**config.mk**
```make
export PLATFORM = sky130hd
export DESIGN_NAME = ffa_front
export DESIGN_NICKNAME = d
export VERILOG_FILES = /design/src/rtl/ffa_pkg.sv /design/src/rtl/ffa_front.sv
export SDC_FILE = /design/constraint.sdc
export NUM_CORES = 1
export LEC_CHECK = 0
export CORE_ASPECT_RATIO = 1.4
export CORE_UTILIZATION = 30
export DETAILED_ROUTE_END_ITERATION = 10
export DONT_BUFFER_PORTS = 1
export PLACE_DENSITY_LB_ADDON = 0.2
export SLEW_MARGIN = 30
export SYNTH_ARGS = -nofsm -noshare
export SYNTH_HDL_FRONTEND = slang
export SYNTH_SLANG_ARGS = --single-unit
```
**constraint.sdc**
```tcl
create_clock -name vclk -period 5.5
set_clock_uncertainty 0.15 [all_clocks]
set_input_delay 1.1 -clock vclk [all_inputs]
set_output_delay 1.1 -clock vclk [all_outputs]
set_load 0.1 [all_outputs]
```
**src/rtl/ffa_pkg.sv**
```systemverilog
`timescale 1ns / 1ps
package ffa_pkg;

  localparam int HEAP_BYTES   = 65536;
  localparam int HEADER_BYTES = 16;
  localparam int HDR_SHIFT    = $clog2(HEADER_BYTES);
  localparam int SLOT_COUNT   = HEAP_BYTES / HEADER_BYTES;
  localparam int SLOT_W       = $clog2(SLOT_COUNT);

  localparam int FUNC_W = 2;
  localparam int PTR_W  = 32;
  localparam int REQ_W  = 16;
  localparam int SIZE_W = 17;
  localparam int STAT_W = 2;

  // wide enough for last slot + 1 + last size / 16 + 1 + new size / 16
  localparam int BUMP_W = ((SLOT_W > SIZE_W - HDR_SHIFT) ? SLOT_W : SIZE_W - HDR_SHIFT) + 2;

  localparam int IN_TDATA_W  = 48;
  localparam int OUT_TDATA_W = 56;

  localparam int FIFO_DEPTH = 2;
  localparam int FIFO_AW    = $clog2(FIFO_DEPTH);

  localparam int CFG_AW   = 3;
  localparam int CFG_DW   = 32;
  localparam int CFG_IDXW = CFG_AW - 2;
  localparam logic [CFG_IDXW-1:0] REG_HEAP_BASE = '0;

  typedef enum logic [FUNC_W-1:0] {
    FUNC_ALLOC   = 2'd0,
    FUNC_FREE    = 2'd1,
    FUNC_REALLOC = 2'd2
  } func_t;

  typedef enum logic [STAT_W-1:0] {
    STAT_OK  = 2'd0,
    STAT_OOM = 2'd1,
    STAT_BAD = 2'd2
  } status_t;

  typedef enum logic [2:0] {
    OP_NONE,
    OP_BAD,
    OP_ALLOC,
    OP_FREE,
    OP_REALLOC
  } op_kind_t;

  typedef enum logic [2:0] {
    S_CLEAR,
    S_IDLE,
    S_RESOLVE,
    S_WALK,
    S_BUMP,
    S_FINISH,
    S_RESULT
  } state_t;

  typedef struct packed {
    logic              mark;
    logic              next_null;
    logic [SIZE_W-1:0] size;
    logic [SLOT_W-1:0] next;
  } hdr_t;

  typedef struct packed {
    op_kind_t          kind;
    logic [PTR_W-1:0]  pointer;
    logic [REQ_W-1:0]  req;
    logic [SIZE_W-1:0] nsize;
    logic [SLOT_W-1:0] slot;
  } cmd_t;

endpackage

```
**src/rtl/ffa_front.sv**
```systemverilog
`timescale 1ns / 1ps
module ffa_front (
  input  logic                             in_valid,
  output logic                             in_ready,
  input  logic [ffa_pkg::IN_TDATA_W-1:0]   in_data,
  input  logic [ffa_pkg::FUNC_W-1:0]       in_user,
  input  logic [ffa_pkg::PTR_W-1:0]        heap_base,
  input  logic                             enable,
  output logic                             push_valid,
  input  logic                             push_ready,
  output ffa_pkg::cmd_t                    push_cmd
);
  import ffa_pkg::*;

  logic [PTR_W-1:0] pointer;
  logic [REQ_W-1:0] req;
  logic [PTR_W-1:0] off;
  logic             ptr_ok;
  logic             ptr_null;
  op_kind_t         kind;

  assign pointer  = in_data[PTR_W-1:0];
  assign req      = in_data[PTR_W+REQ_W-1:PTR_W];
  assign ptr_null = (pointer == '0);

  // offset must be slot aligned, past the first slot and inside the heap
  assign off    = pointer - heap_base;
  assign ptr_ok = (off[HDR_SHIFT-1:0] == '0) &&
                  (off >= PTR_W'(HEADER_BYTES)) &&
                  (off < PTR_W'(HEAP_BYTES));

  always_comb begin
    unique case (in_user)
      FUNC_ALLOC:   kind = OP_ALLOC;
      FUNC_FREE:    kind = ptr_null ? OP_NONE : (ptr_ok ? OP_FREE : OP_BAD);
      FUNC_REALLOC: kind = ptr_null ? OP_ALLOC : (ptr_ok ? OP_REALLOC : OP_BAD);
      default:      kind = OP_NONE;
    endcase
  end

  always_comb begin
    push_cmd.kind    = kind;
    push_cmd.pointer = pointer;
    push_cmd.req     = req;
    push_cmd.nsize   = SIZE_W'({req[REQ_W-1:HDR_SHIFT], {HDR_SHIFT{1'b0}}}) +
                       SIZE_W'(HEADER_BYTES);
    push_cmd.slot    = off[SLOT_W+HDR_SHIFT-1:HDR_SHIFT] - SLOT_W'(1);
  end

  assign push_valid = in_valid && enable;
  assign in_ready   = push_ready && enable;

endmodule

```
## Word-level counts from Yosys, hierarchy flattened

Cells that the tools add are included.

| storage, ports and cells | value |
|---|---|
| input bits | 85 |
| logic and storage cells | 19 |
| output and inout port bits | 82 |
| register bits after elaboration | 0 |

| operators by class | value |
|---|---|
| add/sub/neg operators | 3 |
| equality and inequality tests | 2 |
| reductions and logical operators | 7 |
| multiplexer cells | 5 |
| order comparisons | 2 |

Operators by type and width:

| operator | number |
|---|---|
| $ge A32 B5 Y1 const B | 1 |
| $logic_not A32 Y1 | 1 |
| $lt A32 B17 Y1 const B | 1 |
| $sub A32 B32 Y32 | 1 |
| $add A16 B5 Y17 const B | 1 |
| $sub A12 B1 Y12 const B | 1 |
| $pmux W3 S3 | 1 |
| $mux W3 | 2 |
| $logic_and A1 B1 Y1 | 4 |
| $logic_not A4 Y1 | 1 |
| $mux W2 | 2 |
| $eq A2 B1 Y1 const B | 1 |
| $eq A2 B2 Y1 const B | 1 |
| $logic_not A2 Y1 | 1 |

## Depth between registers and ports, before layout

| logic depth | value |
|---|---|
| word-level depth | 7 |
| depth in mapped cells | 14 |
| depth with buffers taken out | 14 |

## Least setup slack after synthesis

Ideal clock, no wire load.

| timing path | value |
|---|---|
| path type | input to output |
| start point | input port in_data[0] (netlist name) |
| end point | output port push_cmd[78] (netlist name) |
| cell stages on the path | 13 |
| path slack | -1590 ps |
| path buffers | 0 |
| arrival | 5840 ps |
| data required time | 4250 ps |
| cell sequence | inv_1 ha_1 inv_1 fa_1 a211oi_1 o211ai_1 a21oi_1 o21ai_1 mux2_2 a2111oi_0 o2111ai_1 a2111o_1 o31ai_1 |

RTL lines:

| item | line | source |
|---|---|---|
| start: declaration | ffa_front.sv:5 | `input logic [ffa_pkg::IN_TDATA_W-1:0] in_data,` |
| end: declaration | ffa_front.sv:11 | `output ffa_pkg::cmd_t push_cmd` |

==> run summary <==
Synth area leader - ha_1
Initial DRT Pass Iterations - 4
Max_cap viols - 0
Min Tclk post-route - 5.369 ns
Via density - 5.518
WL/cell - 17.35 µm
I/O pins - 167
Nets - 638
Final Hold Fails - 0
Initial antenna violation count - 0
Critical path required time - 4.25 ns
Total leakage power - 0.001802 µW
Slowest stage cell on the critical path - or4_4
Area delta synth->final - 25.42%
First DRT Iteration DRCs - 156
Pwr/cell area - 193.0 nW/µm²
Sequential share of the synthesized area - 0
Seq Cell Count - 0
Core area - 10810 µm²
First-pass GRT wire length - 18.05 mm
Initial Utilization - 0.3064
Vias - 3625
Final Cycle Share - 0.9762
Worst setup path startpoint - in_data[0]
Distinct cells, synth - 68
Top fanout value on the critical path - 3
Vias in the first global route - 3674
Post-synthesis instance area - 3312 µm²
Top-count cell post-synth - buf_4
Mean Syn Cell Area - 6.691 µm²
Register area - 0 µm²
Endpoint class of the critical path - primary output
Yosys warns - 0
Gate Count Post-Synth - 495
Status - complete, no violations
Layout cells sized above 1 - 0.3101
Cell breakdown of the critical path - inv_12 -> ha_4 -> inv_2 -> fa_2 -> a211oi_2 -> buf_4 -> o21ai_2 -> nand3_2 -> nand4_1 -> a311oi_2 -> xnor2_1 -> a2111o_1 -> or4_4 -> nor3_4 -> buf_12
Antenna cells - 0
Multi-input gate area - 3104 µm²
Area share of the largest cell type after synthesis - 0.1284
Hold WS - 2.050 ns
GRT overflow - 0
Placed wire-length estimate - 9.852 mm
Detail Route Antenna Nets - 0
Synth area leaders - ha_1 (13%), buf_4 (12%), a21oi_1 (5.4%)
Fmax - 186.3 MHz
Die Span X - 90.80 µm
Placed cell areas - 3966 µm²
Rows - 45
Worst vdd ir - 269.0 µV
Number of I/O port buffers - 0
Worst path max stage delay - 0.44 ns
Crit path DAT - 4.12 ns
DRC viols - 0
Pwr Total - 801.7 µW
Worst setup margin - 0.1310 ns
Die area - 11470 µm²
Setup WS pre-CTS - -0.03565 ns
Min-delay src - in_data[34]
Filler cells - 1185
Worst min-delay path class - in -> out
Setup violators final - 0
Clock buf count - 0
Final GP Congestion - 0.8645
Routed WL - 11.40 mm
Setup crit start kind - input pin
Final Cell Area - 4154 µm²
Worst rel slew slack - 0.3612
Worst-margin pin slew - 0.9616 ns
GR Util All Layers - 0.1930
Largest net degree at the start of global routing - 11
Commonest cells post-synth - buf_4 (55), nand2_1 (47), inv_1 (40), a21oi_1 (36), ha_1 (34)
Final slew viol count - 0
Die height - 126.3 µm
Crit Path Category - in -> out
## kinds of logic (layout without fill, tap and decap cells)
logic type / Yosys count / in the layout / share of synthesized area
AND/OR/NAND/NOR: 176 / 176 / 0.2814
buffers and inverters: 106 / 124 / 0.1900
AO/OA/AOI/OAI: 139 / 139 / 0.2909
adder cells (fa/ha/maj): 35 / 35 / 0.1345
multiplexers: 3 / 3 / 0.009445
other: 1 / 4 / 0.001132
XOR/XNOR: 35 / 35 / 0.09256
## what timing repair did
action | in CTS | in global routing
hold buffers | 0 | 0
pin swaps | 0 | 20
gates cloned | 0 | 0
endpoints found under the hold margin | 0 | 0
buffers inserted | 0 | 6
setup endpoints to repair | 2 | 4
resized for setup | 6 | 28
## layout make-up
class,count,area share
Tap cell,141,0.04247
Timing Repair Buffer,84,0.1702
Multi-Input combinational cell,392,0.7473
Inverter,40,0.04006
## per-stage QoR
| stage | util | instances | TNS (ns) |
|---|---|---|---|
| floorplan | - | 498 | -1.086 |
| global placement | 0.3648 | 651 | -0.03496 |
| detailed placement | 0.3669 | 651 | -0.04149 |
| CTS | 0.3697 | 651 | 0 |
| global route | 0.3843 | 657 | -0.007335 |
| finish | 0.3843 | 657 | 0 |
## layer usage
layer	global-route usage	vias to the layer above	part of all wire
met1	0.2090	1680	0.38
met3	0.009592	27	0.034
li1	-	1792	-
met4	0.07563	0	0.045
met5	0	-	0
met2	0.3855	126	0.54
## path summary, 6_finish.rpt
kind,to,slack [ns],cells past startpoint
setup / recovery,push_cmd[79],0.13,15
hold / removal,push_cmd[31],2.05,0
## power by group
part	leakage, µW	switching [µW]	internal [µW]
Sequential	0	0	0
Combinational	0.00180	532	269
Clock	0	0	0
## placed cells by master (no fill, tap or decap), types with 5 or more instances in the layout
cell type,n
buf_4,76
nand2_1,47
inv_1,37
a21oi_1,32
nor2_1,28
ha_1,26
o21ai_0,20
nor4_1,12
nand4_1,12
xnor2_2,12
nand3_1,11
xor2_1,11
and3_1,10
or3_1,9
nor3_1,9
a21o_1,8
o211ai_1,7
o21ai_1,6
o21a_1,6
ha_2,6
buf_12,6
a211oi_2,5
a21oi_2,5
nand3b_1,5
and4_1,5
## critical path, delay by kind of cell
| family | cells | cell delay [ns] |
|---|---|---|
| compound gates | 4 | 1.00 |
| simple gates | 4 | 0.91 |
| buf+inv | 4 | 0.41 |
| xor+xnor | 1 | 0.15 |
| fa+ha+maj | 2 | 0.54 |
(Power assumes the default switching activity.)
