## config.mk

```make
export PLATFORM = sky130hd
export DESIGN_NAME = ffa_cmd_fifo
export DESIGN_NICKNAME = d
export VERILOG_FILES = /design/src/rtl/ffa_pkg.sv /design/src/rtl/ffa_cmd_fifo.sv
export SDC_FILE = /design/constraint.sdc
export NUM_CORES = 1
export LEC_CHECK = 0
export ABC_AREA = 1
export BUFFER_PORTS_ARGS = -buffer_cell sky130_fd_sc_hd__buf_2
export CELL_PAD_IN_SITES_DETAIL_PLACEMENT = 0
export CELL_PAD_IN_SITES_GLOBAL_PLACEMENT = 2
export CORE_ASPECT_RATIO = 0.75
export CORE_UTILIZATION = 25
export CTS_CLUSTER_SIZE = 10
export DETAILED_ROUTE_END_ITERATION = 7
export PLACE_DENSITY = 0.67
export SLEW_MARGIN = 10
export SYNTH_ARGS = -nofsm -noshare
export SYNTH_HDL_FRONTEND = slang
export SYNTH_SLANG_ARGS = --single-unit
```

## constraint.sdc

```tcl
create_clock -name clk -period 6.7 [get_ports clk]
set_input_delay 1.34 -clock clk [delete_from_list [all_inputs] [get_ports clk]]
set_output_delay 1.34 -clock clk [all_outputs]
set_load 0.02 [all_outputs]
```

## src/rtl/ffa_pkg.sv

```systemverilog
`timescale 1ns / 1ps
package ffa_pkg;

  localparam int HEAP_BYTES   = 65536;
  localparam int HEADER_BYTES = 16;
  localparam int HDR_SHIFT    = $clog2(HEADER_BYTES);
  localparam int SLOT_COUNT   = HEAP_BYTES / HEADER_BYTES;
  localparam int SLOT_W       = $clog2(SLOT_COUNT);

  localparam int FUNC_W = 2;
  localparam int PTR_W  = 32;
  localparam int REQ_W  = 16;
  localparam int SIZE_W = 17;
  localparam int STAT_W = 2;

  // wide enough for last slot + 1 + last size / 16 + 1 + new size / 16
  localparam int BUMP_W = ((SLOT_W > SIZE_W - HDR_SHIFT) ? SLOT_W : SIZE_W - HDR_SHIFT) + 2;

  localparam int IN_TDATA_W  = 48;
  localparam int OUT_TDATA_W = 56;

  localparam int FIFO_DEPTH = 2;
  localparam int FIFO_AW    = $clog2(FIFO_DEPTH);

  localparam int CFG_AW   = 3;
  localparam int CFG_DW   = 32;
  localparam int CFG_IDXW = CFG_AW - 2;
  localparam logic [CFG_IDXW-1:0] REG_HEAP_BASE = '0;

  typedef enum logic [FUNC_W-1:0] {
    FUNC_ALLOC   = 2'd0,
    FUNC_FREE    = 2'd1,
    FUNC_REALLOC = 2'd2
  } func_t;

  typedef enum logic [STAT_W-1:0] {
    STAT_OK  = 2'd0,
    STAT_OOM = 2'd1,
    STAT_BAD = 2'd2
  } status_t;

  typedef enum logic [2:0] {
    OP_NONE,
    OP_BAD,
    OP_ALLOC,
    OP_FREE,
    OP_REALLOC
  } op_kind_t;

  typedef enum logic [2:0] {
    S_CLEAR,
    S_IDLE,
    S_RESOLVE,
    S_WALK,
    S_BUMP,
    S_FINISH,
    S_RESULT
  } state_t;

  typedef struct packed {
    logic              mark;
    logic              next_null;
    logic [SIZE_W-1:0] size;
    logic [SLOT_W-1:0] next;
  } hdr_t;

  typedef struct packed {
    op_kind_t          kind;
    logic [PTR_W-1:0]  pointer;
    logic [REQ_W-1:0]  req;
    logic [SIZE_W-1:0] nsize;
    logic [SLOT_W-1:0] slot;
  } cmd_t;

endpackage

```

## src/rtl/ffa_cmd_fifo.sv

```systemverilog
`timescale 1ns / 1ps
module ffa_cmd_fifo (
  input  logic           clk,
  input  logic           rst_n,
  input  logic           s_valid,
  output logic           s_ready,
  input  ffa_pkg::cmd_t  s_cmd,
  output logic           m_valid,
  input  logic           m_ready,
  output ffa_pkg::cmd_t  m_cmd
);
  import ffa_pkg::*;

  cmd_t               slots [FIFO_DEPTH];
  logic [FIFO_AW-1:0] wr_ptr_r;
  logic [FIFO_AW-1:0] rd_ptr_r;
  logic [FIFO_AW:0]   count_r;
  logic               push;
  logic               pop;

  assign s_ready = (count_r != (FIFO_AW+1)'(FIFO_DEPTH));
  assign m_valid = (count_r != '0);
  assign push    = s_valid && s_ready;
  assign pop     = m_valid && m_ready;
  assign m_cmd   = slots[rd_ptr_r];

  always_ff @(posedge clk) begin
    if (!rst_n) begin
      wr_ptr_r <= '0;
      rd_ptr_r <= '0;
      count_r  <= '0;
    end else begin
      if (push) begin
        wr_ptr_r <= (wr_ptr_r == FIFO_AW'(FIFO_DEPTH - 1)) ? '0 : wr_ptr_r + FIFO_AW'(1);
      end
      if (pop) begin
        rd_ptr_r <= (rd_ptr_r == FIFO_AW'(FIFO_DEPTH - 1)) ? '0 : rd_ptr_r + FIFO_AW'(1);
      end
      if (push && !pop) begin
        count_r <= count_r + (FIFO_AW+1)'(1);
      end else if (pop && !push) begin
        count_r <= count_r - (FIFO_AW+1)'(1);
      end
    end
  end

  always_ff @(posedge clk) begin
    if (push) begin
      slots[wr_ptr_r] <= s_cmd;
    end
  end

endmodule

```

; Word level (Yosys, flattened, before mapping)
; Memory sizes are Yosys's and may differ from the RTL's. A register that Yosys moved wholly into a read port is not among the register bits.
; Cells that the tools add are included.
[word_totals]
wordCells = 25
memories = 1
ff_bits = 4
in_bits = 84
ramBits = 160
output_inout_bits = 82
mem_bits_ro = 0
latchBits = 0
[memory_table]
columns = memory, words, word_bits, rd, rd_ports_with_merged_regs, wr, line
row1 = slots, 2, 80, 1, 1, 1, ffa_cmd_fifo.sv:14  ; cmd_t slots [FIFO_DEPTH];
[op_classes]
shift = 0
magnitude_cmp = 0
add_sub_neg = 4
multipliers = 0
n_eq_ne = 1
muxes = 8
n_reduce_logical = 8
div = 0
n_bitwise = 0
[ops]
columns = op, n
row1 = 1-bit 2-to-1 mux, 6
row2 = 1-bit logical AND, 4
row3 = 2-bit 2-to-1 mux, 2
row4 = 2-bit nonzero test, 2
row5 = 1-bit adder (second input constant), 2
row6 = 2-bit by 1-bit adder with 2-bit output (second input constant), 1
row7 = 1-bit logical NOT, 2
row8 = 2-bit != test (second input constant), 1
row9 = 2-bit by 1-bit subtractor with 2-bit output (second input constant), 1

; Longest topological paths before layout
; Gate-level depths: netlist of run 1.
[logic_depth]
word_depth = 6
ltp_mapped = 11

; Worst setup path before layout of run 1
; Ideal clock, no wire load.
[synth_timing]
path_kind = input -> register
start = input s_valid
end = memory slots[0][0] in the netlist's numbering, enable pin
stages = 2
setup_time_ns = 0.519
n_path_buf = 0
required_time_ns = 6.181
t_arrival_ns = 4.775
setup_slack_ns = 1.406
path_cell_list = nand2_1 -> nor2_1
[synth_between]
elab_chain_len = 3
[synth_lines]
columns = element, line
row1 = from (decl), ffa_cmd_fifo.sv:5  ; input logic s_valid,
row2 = 1-bit logical AND, ffa_cmd_fifo.sv:23  ; assign push = s_valid && s_ready;
row3 = 1-bit 2-to-1 mux, ffa_cmd_fifo.sv:48  ; if (push) begin
row4 = 1-bit 2-to-1 mux (not written as such), ffa_cmd_fifo.sv:49  ; slots[wr_ptr_r] <= s_cmd;
row5 = to (decl), ffa_cmd_fifo.sv:14
; No other way between the ends.

==> flow_metrics.py, run 1 <==
metrics = {
    "run_status": {
        "run_status": "finished, final reports clean",
    },
    "timing": {
        "rsz0062_at_grt": "false",
        "finClkSkew_ns": 0.00795,
        "fin_crit_ns": 3.97,
        "maxSlewViolCount": 0,
        "max_clock_freq_mhz": 252,
        "setup_viol": 0,
        "finalHoldViolCount": 0,
        "relSlewSlack_pct": 27.7,
        "tns_ns": 0,
        "tightest_slew_ns": 1.08,
        "fin_crit_sh_pct": 59.2,
    },
    "clock_tree": {
        "cts_max_level": 4,
        "clkTransAtPathRegs_ns": 0.06,
        "clk_latency_ns": 0.43,
        "cts_buffer_depth": 2,
        "clock-sinks": 165,
        "postCtsResizedCells": 0,
        "cts_tree": "done",
        "numCtsBuffers": 17,
        "postCtsHoldBufs": 0,
        "postCtsSetupRepairBufs": 0,
        "ctsRootBufferMaster": "clkbuf_16",
    },
    "placed_design": {
        "place.gp.congestion": 0.687,
        "dp_hpwl_um": 8330,
        "io_buffer_count": 165,
        "dp_cells": 784,
    },
    "floorplanning": {
        "initial_core_util_pct": 25.6,
        "rows": 50,
        "die_y_um": 141,
        "die_x_um": 187,
        "core-area_um2": 25100,
        "ios": 166,
        "die-area_um2": 26300,
    },
    "global_route": {
        "overflow": 0,
        "grt_max_degree": 46,
        "grt_pass1_wl_um": 18600,
        "grt_pass1_vias": 3362,
        "antenna_found_initial": 2,
        "grt_use_total_pct": 9.61,
    },
    "yosys": {
        "yosys_warnings": 0,
        "seq_area_frac_synth_pct": 76.4,
        "syn_inst": 286,
        "synth_fa_ha_area_share_pct": 0.195,
        "synth-seq-cells": 165,
        "synth_mux_area_share_pct": 18.7,
        "synth_compound_area_share_pct": 0.351,
        "avgSynthCellArea_um2": 22.4,
        "synth_xor_area_share_pct": 0,
        "post_synth_num_cell_types": 14,
        "synth_top_family_by_area": "multiplexers",
        "syn_area_um2": 6420,
        "syn_nets": 371,
        "yosys.area_share.simple_pct": 1.17,
    },
    "pwr": {
        "peakVddDrop_mv": 0.154,
        "power_mw": 3.07,
        "cellLeakagePower_nw": 3.11,
        "power_density_nw_per_um2": 380,
    },
    "min_path": {
        "min_path_type": "reg -> reg",
    },
    "cells_and_area": {
        "final_common_cell": "buf_2",
        "most-common-layout-cells": "buf_2, edfxtp_1, mux2_4",
        "finalNonFillerCells": 816,
        "area_growth_pct": 25.8,
        "drive_gt1_share_pct": 57.7,
        "diodes": 0,
        "nNetsFinal": 550,
    },
    "worst_setup_path": {
        "cp-start-kind": "register",
        "cp.arrival_ns": 2.63,
        "critPathMaxFanout": 45,
        "end_kind": "primary output",
        "critical_path_class": "reg -> out",
        "required_ns": 5.36,
    },
    "route": {
        "vias": 3107,
        "drtIter0Drc": 164,
        "routed_via_density": 3.81,
        "drt-total-wl_um": 12300,
        "drtAntennaViolNets": 0,
        "firstDrtPassIters": 4,
        "drc": 0,
        "wire_per_inst_um": 15.0,
    },
    "job": {
        "max_cap_violations": 0,
    },
}
==> through the flow <==
stage / utilization (%) / hold WS [ns] / instance area [µm²] / setup WS [ns]
finish: 32.2 / 0.500 / 8070 / 2.73
global route: 32.2 / 0.550 / 8070 / 2.58
CTS: 32.2 / 0.509 / 8070 / 2.65
detailed placement: 30.1 / 0.492 / 7540 / 3.07
global placement: 30.1 / 0.483 / 7540 / 3.14
floorplan: - / 0.467 / 6420 / 1.41
==> path summary, 6_finish.rpt <==
check                            to               startpoint  slack, ns  cells past startpoint
min reg2reg   rd_ptr_r$_SDFFE_PN0P_    rd_ptr_r$_SDFFE_PN0P_       0.50                      2
max reg2reg  slots[0][18]$_DFFE_PP_  count_r[0]$_SDFFE_PN0P_       4.05                      5
max                       m_cmd[70]                 register       2.73                      3
min           rd_ptr_r$_SDFFE_PN0P_    rd_ptr_r$_SDFFE_PN0P_       0.50                      2
==> state kept, by name, summed over array words and instances (netlist names), named ones only <==
name / cells
slots: 160
count_r: 2
rd_ptr_r: 1
wr_ptr_r: 1
==> kinds of logic (layout without fill, tap and decap cells) <==
group,Yosys count,count (layout)
DFF,165,165
muxes,80,80
and+or+nand+nor,19,19
buffers and inverters,17,209
AOI/OAI and AO/OA,4,4
adders and majority gates,1,1
==> worst max-delay path: stages (launching register included) <==
cell and delay (ns):
dfxtp_4 0.79, buf_4 0.79, mux2_4 0.36, buf_2 0.16
==> cell type report <==
cell class                      count  area [µm²]
Sequential cell                   165        4910
Fill cell                        2438       17000
Tap cell                          338         423
Clock buffer                       22         444
Timing Repair Buffer              169         856
Multi-Input combinational cell    104        1330
Clock inverter                     10        83.8
Inverter                            8        30.0
==> Yosys cell counts (all sizes together) <==
cell	n	area (µm²)
dfxtp	5	100
nand3	1	5.00
inv	8	30.0
o21ai	2	10.0
a21oi	1	5.00
nor2	8	30.0
buf	9	171
nand4	1	6.26
mux2	80	1200
nand2	9	33.8
ha	1	12.5
edfxtp	160	4800
o21a	1	7.51
==> routing by layer <==
| layer | GRT usage (%) | vias up | wire, µm |
|---|---|---|---|
| met1 | 11.7 | 1516 | 5410 |
| met5 | 0 | - | 26 |
| met3 | 4.73 | 18 | 949 |
| li1 | - | 1460 | - |
| met2 | 14.6 | 109 | 5700 |
| met4 | 3.75 | 4 | 172 |
==> power by group <==
part	switching, mW	internal, mW
Combinational	0.451	0.359
Clock	0.376	0.505
Sequential	0.0701	1.31
Total	0.897	2.17
(Power assumes the default switching activity.)
==> inputs of run 2 (changes only) <==
--- a/config.mk
+++ b/config.mk
@@ -13,7 +13,7 @@
 export CORE_UTILIZATION = 25
 export CTS_CLUSTER_SIZE = 10
 export DETAILED_ROUTE_END_ITERATION = 7
-export PLACE_DENSITY = 0.67
+export PLACE_DENSITY = 0.69
 export SLEW_MARGIN = 10
 export SYNTH_ARGS = -nofsm -noshare
 export SYNTH_HDL_FRONTEND = slang
==> constraint.sdc (replaced) <==
create_clock -name clk -period 3.6 [get_ports clk]
set_input_delay 0.72 -clock clk [delete_from_list [all_inputs] [get_ports clk]]
set_output_delay 0.72 -clock clk [all_outputs]
set_load 0.02 [all_outputs]
==> run 2 against run 1 <==
Against the previous run:
- global-route usage is 0.096 points lower
- flip-flop and latch count unchanged
- sequential share of layout area down 0.71 points
- worst hold slack worse by 0.015 ns
- utilization grew 0.38 points
- combinational power up 89%
- sequential power rose by 84%
- count of clock-buffer cells in the layout shrank 4
- clock skew decreased by 0.00075 ns
- first-iteration DRC count fell by 13%
- routed wire length fell by 1.6%
- largest power group unchanged
==> flow_metrics.py, run 2 (same netlist as run 1, synthesis figures left out) <==
metrics = {
    "run_status": {
        "run_status": "finished, final reports clean",
    },
    "worst_setup_path": {
        "cp_top_family": "flip-flops",
        "critPathMaxFanout": 37,
        "cp-start-kind": "register",
        "critPathMaxStageDelay_ns": 0.65,
        "crit_chain": "buf_12, mux2_4, buf_2",
        "cp.arrival_ns": 1.99,
        "cpMaxStageDelayCell": "dfxtp_4",
        "required_ns": 2.88,
        "critical_path_class": "reg -> out",
        "crit_buf_inv": 2,
        "end_kind": "primary output",
    },
    "clock_tree": {
        "ctsRootBufferMaster": "clkbuf_16",
        "cts_tree": "done",
        "postCtsSetupRepairBufs": 0,
        "cts_max_level": 4,
        "cts_buffer_depth": 2,
        "clkTransAtPathRegs_ns": 0.06,
        "postCtsHoldBufs": 0,
        "postCtsResizedCells": 0,
        "clk_latency_ns": 0.42,
        "numCtsBuffers": 17,
        "clock-sinks": 165,
    },
    "cells_and_area": {
        "most-common-layout-cells": "buf_2, edfxtp_1, mux2_4",
        "fin_area_um2": 8170,
        "diodes": 0,
        "area_growth_pct": 27.3,
        "reg_top3": "slots x160, count_r x2",
        "largest_reg_flops": 160,
        "final_util_pct": 32.6,
        "drive_gt1_share_pct": 58.4,
        "top_register": "slots",
        "nFillCells": 2441,
        "nNetsFinal": 553,
        "final_common_cell": "buf_2",
    },
    "pwr": {
        "cellLeakagePower_nw": 3.17,
        "power_density_nw_per_um2": 722,
        "peakVddDrop_mv": 0.275,
    },
    "timing": {
        "rsz0062_at_grt": "false",
        "finClkSkew_ns": 0.00720,
        "tightest_slew_ns": 0.624,
        "fin_crit_ns": 2.71,
        "tns_ns": 0,
        "max_clock_freq_mhz": 369,
        "finalHoldViolCount": 0,
        "setup_viol": 0,
        "fin_crit_sh_pct": 75.3,
        "maxSlewViolCount": 0,
        "relSlewSlack_pct": 58.4,
    },
    "floorplanning": {
        "core-area_um2": 25100,
        "initial_core_util_pct": 25.6,
        "ios": 166,
        "die-area_um2": 26300,
        "die_x_um": 187,
        "rows": 50,
        "die_y_um": 141,
    },
    "placed_design": {
        "detailed_place.area_um2": 7580,
        "place.gp.congestion": 0.692,
        "dp_hpwl_um": 8090,
        "io_buffer_count": 165,
    },
    "global_route": {
        "grt_use_total_pct": 9.52,
        "grt_max_degree": 44,
        "grt_pass1_wl_um": 18600,
        "overflow": 0,
        "grt_pass1_vias": 3435,
        "antenna_found_initial": 1,
    },
    "route": {
        "drtAntennaViolNets": 0,
        "drtIter0Drc": 142,
        "drt-total-wl_um": 12100,
        "routed_via_density": 3.78,
        "vias": 3098,
        "wire_per_inst_um": 14.7,
        "firstDrtPassIters": 4,
        "drc": 0,
    },
    "min_path": {
        "min_path_type": "in -> reg",
    },
    "job": {
        "max_cap_violations": 0,
    },
}
[run 2: cell count changes in the layout (fill, tap and decap cells not counted), moves of 2 or more]
cell and change:
buf_4 +2, bufinv_16 +2, clkbuf_1 -4, clkinv_1 +2, clkinv_4 +2, clkinvlp_4 -3
inv_6 +2
[run 2: final cells by class]
class,instances,area (µm²),share of cell area (%)
Timing Repair Buffer,172,891,10.9
Multi-Input combinational cell,104,1330,16.2
Tap cell,338,423,5.18
Inverter,8,30.0,0.368
Clock inverter,14,159,1.95
Clock buffer,18,429,5.26
Sequential cell,165,4910,60.1
[run 2: per-stage QoR]
| stage | power (mW) | hold WS [ns] | instances | setup WS [ns] |
|---|---|---|---|---|
| 3_3_place_gp | 4.12 | 0.483 | 787 | 1.32 |
| 5_1_grt | 6.17 | 0.448 | 819 | 0.782 |
| 3_5_place_dp | 4.15 | 0.495 | 787 | 1.30 |
| 4_1_cts | 6.01 | 0.448 | 819 | 0.831 |
| 6_report | 5.90 | 0.485 | 819 | 0.889 |
| 2_1_floorplan | 3.78 | 0.467 | 286 | -1.07 |
[run 2: metal layers]
layer | global-route usage, % | part of all wire [%] | vias to the layer above
met2 | 14.9 | 47 | 118
met1 | 11.4 | 45 | 1499
met4 | 3.75 | 1.3 | 0
met5 | 0 | 0 | -
met3 | 4.33 | 7.4 | 10
li1 | - | - | 1471
[run 2: worst reg2reg max path, stage by stage, from the launching register on]
cell     delay (ns)
dfxtp_1        0.35
inv_1          0.10
nand2_1        0.08
nand2_1        0.17
nor2_4         0.13
buf_4          0.49
[run 2: worst paths after layout]
| path | endpoint | cells after the start | from | slack (ns) |
|---|---|---|---|---|
| setup / recovery | m_cmd[14] | 3 | register | 0.89 |
| hold / removal | slots[0][72]$_DFFE_PP_ | 1 | s_cmd[72] | 0.49 |
| setup reg to reg | slots[1][54]$_DFFE_PP_ | 5 | count_r[0]$_SDFFE_PN0P_ | 1.86 |
| hold reg to reg | rd_ptr_r$_SDFFE_PN0P_ | 2 | rd_ptr_r$_SDFFE_PN0P_ | 0.50 |
[run 2: report_power, final]
| group | switching, mW | total, mW | internal [mW] |
|---|---|---|---|
| sequential | 0.113 | 2.54 | 2.43 |
| clock | 0.735 | 1.82 | 1.09 |
| combinational | 0.854 | 1.53 | 0.680 |
| total | 1.70 | 5.90 | 4.20 |
==> inputs of run 3 (changes only) <==
--- a/config.mk
+++ b/config.mk
@@ -5,7 +5,7 @@
 export SDC_FILE = /design/constraint.sdc
 export NUM_CORES = 1
 export LEC_CHECK = 0
-export ABC_AREA = 1
+export ABC_AREA = 0
 export BUFFER_PORTS_ARGS = -buffer_cell sky130_fd_sc_hd__buf_2
 export CELL_PAD_IN_SITES_DETAIL_PLACEMENT = 0
 export CELL_PAD_IN_SITES_GLOBAL_PLACEMENT = 2
@@ -13,7 +13,7 @@
 export CORE_UTILIZATION = 25
 export CTS_CLUSTER_SIZE = 10
 export DETAILED_ROUTE_END_ITERATION = 7
-export PLACE_DENSITY = 0.69
+export PLACE_DENSITY = 0.68
 export SLEW_MARGIN = 10
 export SYNTH_ARGS = -nofsm -noshare
 export SYNTH_HDL_FRONTEND = slang
==> constraint.sdc (replaced) <==
create_clock -name clk -period 2.8 [get_ports clk]
set_input_delay 0.56 -clock clk [delete_from_list [all_inputs] [get_ports clk]]
set_output_delay 0.56 -clock clk [all_outputs]
set_load 0.02 [all_outputs]
==> run 3 against run 2 <==
Against the previous run:
- power increased by 26%
- routed wire length decreased by 0.14%
- critical path type unchanged
- sequential share of layout area increased by 2.6 points
- utilization increased by 1.1 points
- sequential power increased by 25%
- largest power group unchanged
==> flow_metrics.py, run 3 <==
metrics = {
    "run_status": {
        "run_status": "finished, final reports clean",
    },
    "timing": {
        "relSlewSlack_pct": 55.9,
        "finClkSkew_ns": 0.00825,
        "tns_ns": 0,
        "finalHoldViolCount": 0,
        "setup_viol": 0,
        "max_clock_freq_mhz": 434,
        "fin_crit_ns": 2.30,
        "fin_crit_sh_pct": 82.3,
        "fin_hold_ws_ns": 0.327,
        "rsz0062_at_grt": "false",
        "maxSlewViolCount": 0,
        "tightest_slew_ns": 0.661,
    },
    "yosys": {
        "synth_fa_ha_area_share_pct": 0.209,
        "synth-seq-cells": 165,
        "synth_mux_area_share_pct": 15.0,
        "synth_compound_area_share_pct": 0.585,
        "synth_xor_area_share_pct": 0.438,
        "syn_inst": 273,
        "synthArstFlopShare_pct": 0,
        "syn_nets": 358,
        "yosys_warnings": 0,
        "seq_area_frac_synth_pct": 81.8,
        "synth.most_common_cell": "edfxtp_1",
        "syn_area_um2": 5990,
        "synthTopCellsByCount": "edfxtp_1, mux2_2, buf_2",
        "dominantRegCellSynth": "edfxtp_1",
        "avgSynthCellArea_um2": 22.0,
        "synth_top_area_share_pct": 80.2,
        "yosys-top-cells-area": "edfxtp_1, mux2_2, dfxtp_1",
        "synth_edf_count": 160,
        "synth_area_leader_cell": "edfxtp_1",
        "post_synth_num_cell_types": 19,
        "yosys.area_share.simple_pct": 1.09,
        "synth_top_family_by_area": "multiplexers",
    },
    "floorplanning": {
        "die-area_um2": 24600,
        "die_y_um": 136,
        "ios": 166,
        "initial_core_util_pct": 25.8,
        "core-area_um2": 23200,
        "rows": 48,
        "die_x_um": 181,
    },
    "clock_tree": {
        "cts_max_level": 4,
        "postCtsHoldBufs": 0,
        "numCtsBuffers": 17,
        "clk_latency_ns": 0.42,
        "clkTransAtPathRegs_ns": 0.06,
        "cts_tree": "done",
        "postCtsSetupRepairBufs": 0,
        "postCtsResizedCells": 0,
        "cts_buffer_depth": 2,
        "clock-sinks": 165,
        "ctsRootBufferMaster": "clkbuf_16",
    },
    "pwr": {
        "power_mw": 7.45,
        "power_density_nw_per_um2": 951,
        "p_comb_share_pct": 25.8,
        "intPower_mw": 5.31,
        "peakVddDrop_mv": 0.434,
        "netSwitchingFraction_pct": 28.7,
        "pwr-share-clk_pct": 31.6,
        "cellLeakagePower_nw": 2.86,
        "seqPwrFrac_pct": 42.6,
        "switching_power_mw": 2.14,
    },
    "cells_and_area": {
        "area_growth_pct": 30.6,
        "top_register": "slots",
        "largest_reg_flops": 160,
        "drive_gt1_share_pct": 61.0,
        "nNetsFinal": 539,
        "final_common_cell": "buf_2",
        "nFillCells": 2268,
        "most-common-layout-cells": "buf_2, edfxtp_1, mux2_2",
        "ff_latch_area_um2": 4910,
        "reg_top3": "slots x160, count_r x2",
        "multi_input_area_um2": 1040,
    },
    "worst_setup_path": {
        "required_ns": 2.24,
        "critPathMaxFanout": 33,
        "end_kind": "primary output",
        "critPathMaxStageDelay_ns": 0.39,
        "cp-start-kind": "register",
        "cp.arrival_ns": 1.74,
        "crit_chain": "buf_4, mux2_2, buf_2",
        "cpMaxStageDelayCell": "buf_4",
        "critical_path_class": "reg -> out",
        "r2r_cells": 4,
    },
    "route": {
        "drtAntennaViolNets": 0,
        "wire_per_inst_um": 15.7,
        "firstDrtPassIters": 4,
        "drtIter0Drc": 131,
        "drt-total-wl_um": 12000,
        "vias": 3106,
        "drc": 0,
        "routed_via_density": 4.04,
    },
    "global_route": {
        "grt_pass1_wl_um": 18200,
        "grt_pass1_vias": 3365,
        "antenna_found_initial": 2,
        "overflow": 0,
        "grt_use_total_pct": 10.1,
        "grt_max_degree": 47,
    },
    "placed_design": {
        "place.gp.congestion": 0.703,
        "io_buffer_count": 165,
        "dp_hpwl_um": 7980,
    },
    "min_path": {
        "min_path_type": "in -> reg",
        "min_path_cells": 1,
    },
    "job": {
        "max_cap_violations": 0,
    },
}
==> run 3: cell count changes in the layout (fill, tap and decap cells not counted), moves of 3 or more <==
cell      previous run  this run
mux2_2               0        80
mux2_4              80         0
nand2_1              9         0
inv_1                8         0
nor2_1               6         0
clkinv_1             5         0
and2_1               0         4
clkinv_2             0         4
clkbuf_1             1         4
==> run 3: final cells by class <==
type,count,area share (%)
Clock buffer,23,5.98
Inverter,1,0.0639
Multi-Input combinational cell,98,13.3
Timing Repair Buffer,171,11.4
Tap cell,300,4.79
Antenna cell,1,0.0320
Clock inverter,9,1.65
Sequential cell,165,62.7
==> run 3: path summary, 6_finish.rpt <==
path | start | end | slack [ns]
setup / recovery | register | m_cmd[21] | 0.50
hold / removal | s_cmd[31] | slots[0][31]$_DFFE_PP_ | 0.33
setup reg to reg | count_r[0]$_SDFFE_PN0P_ | slots[0][53]$_DFFE_PP_ | 1.08
hold reg to reg | count_r[1]$_SDFFE_PN0P_ | count_r[1]$_SDFFE_PN0P_ | 0.55
==> run 3: kinds of logic (layout without fill, tap and decap cells) <==
logic type,after synthesis,after routing
and+or+nand+nor,9,9
xor gates and xnor gates,3,3
AOI/OAI and AO/OA,5,5
other,0,1
adders and majority gates,1,1
DFF,165,165
buffers and inverters,10,204
muxes,80,80
==> run 3: power by group through the flow <==
stage	Sequential (mW)	Combinational (mW)	Clock [mW]
after floorplan	3.21	1.32	0
after global placement	3.21	1.94	0
after detailed placement	3.23	1.96	0
after CTS	3.18	1.97	2.45
after global routing	3.20	2.06	2.56
final	3.17	1.92	2.35
==> run 3: metal layers <==
layer	routed length, µm	global-route usage, %	vias to the layer above
li1	-	-	1445
met1	5220	11.9	1545
met2	5720	15.9	102
met3	945	4.77	12
met4	147	4.13	2
met5	12	0	-
==> run 3: stage by stage <==
| step | std cells | cell area, µm² | util [%] | worst slack [ns] |
|---|---|---|---|---|
| after detailed placement | 735 | 7230 | 31.1 | 0.913 |
| after floorplan | 273 | 5990 | - | 0.121 |
| final | 768 | 7830 | 33.7 | 0.495 |
| after CTS | 767 | 7830 | 33.7 | 0.444 |
| after global routing | 767 | 7830 | 33.7 | 0.394 |
| after global placement | 735 | 7230 | 31.1 | 0.909 |
==> run 3: worst max-delay path: cells and delay by family (launching register included) <==
family / cells / cell delay, ns
flip-flops: 1 / 0.36
buffers and inverters: 2 / 0.55
multiplexers: 1 / 0.39
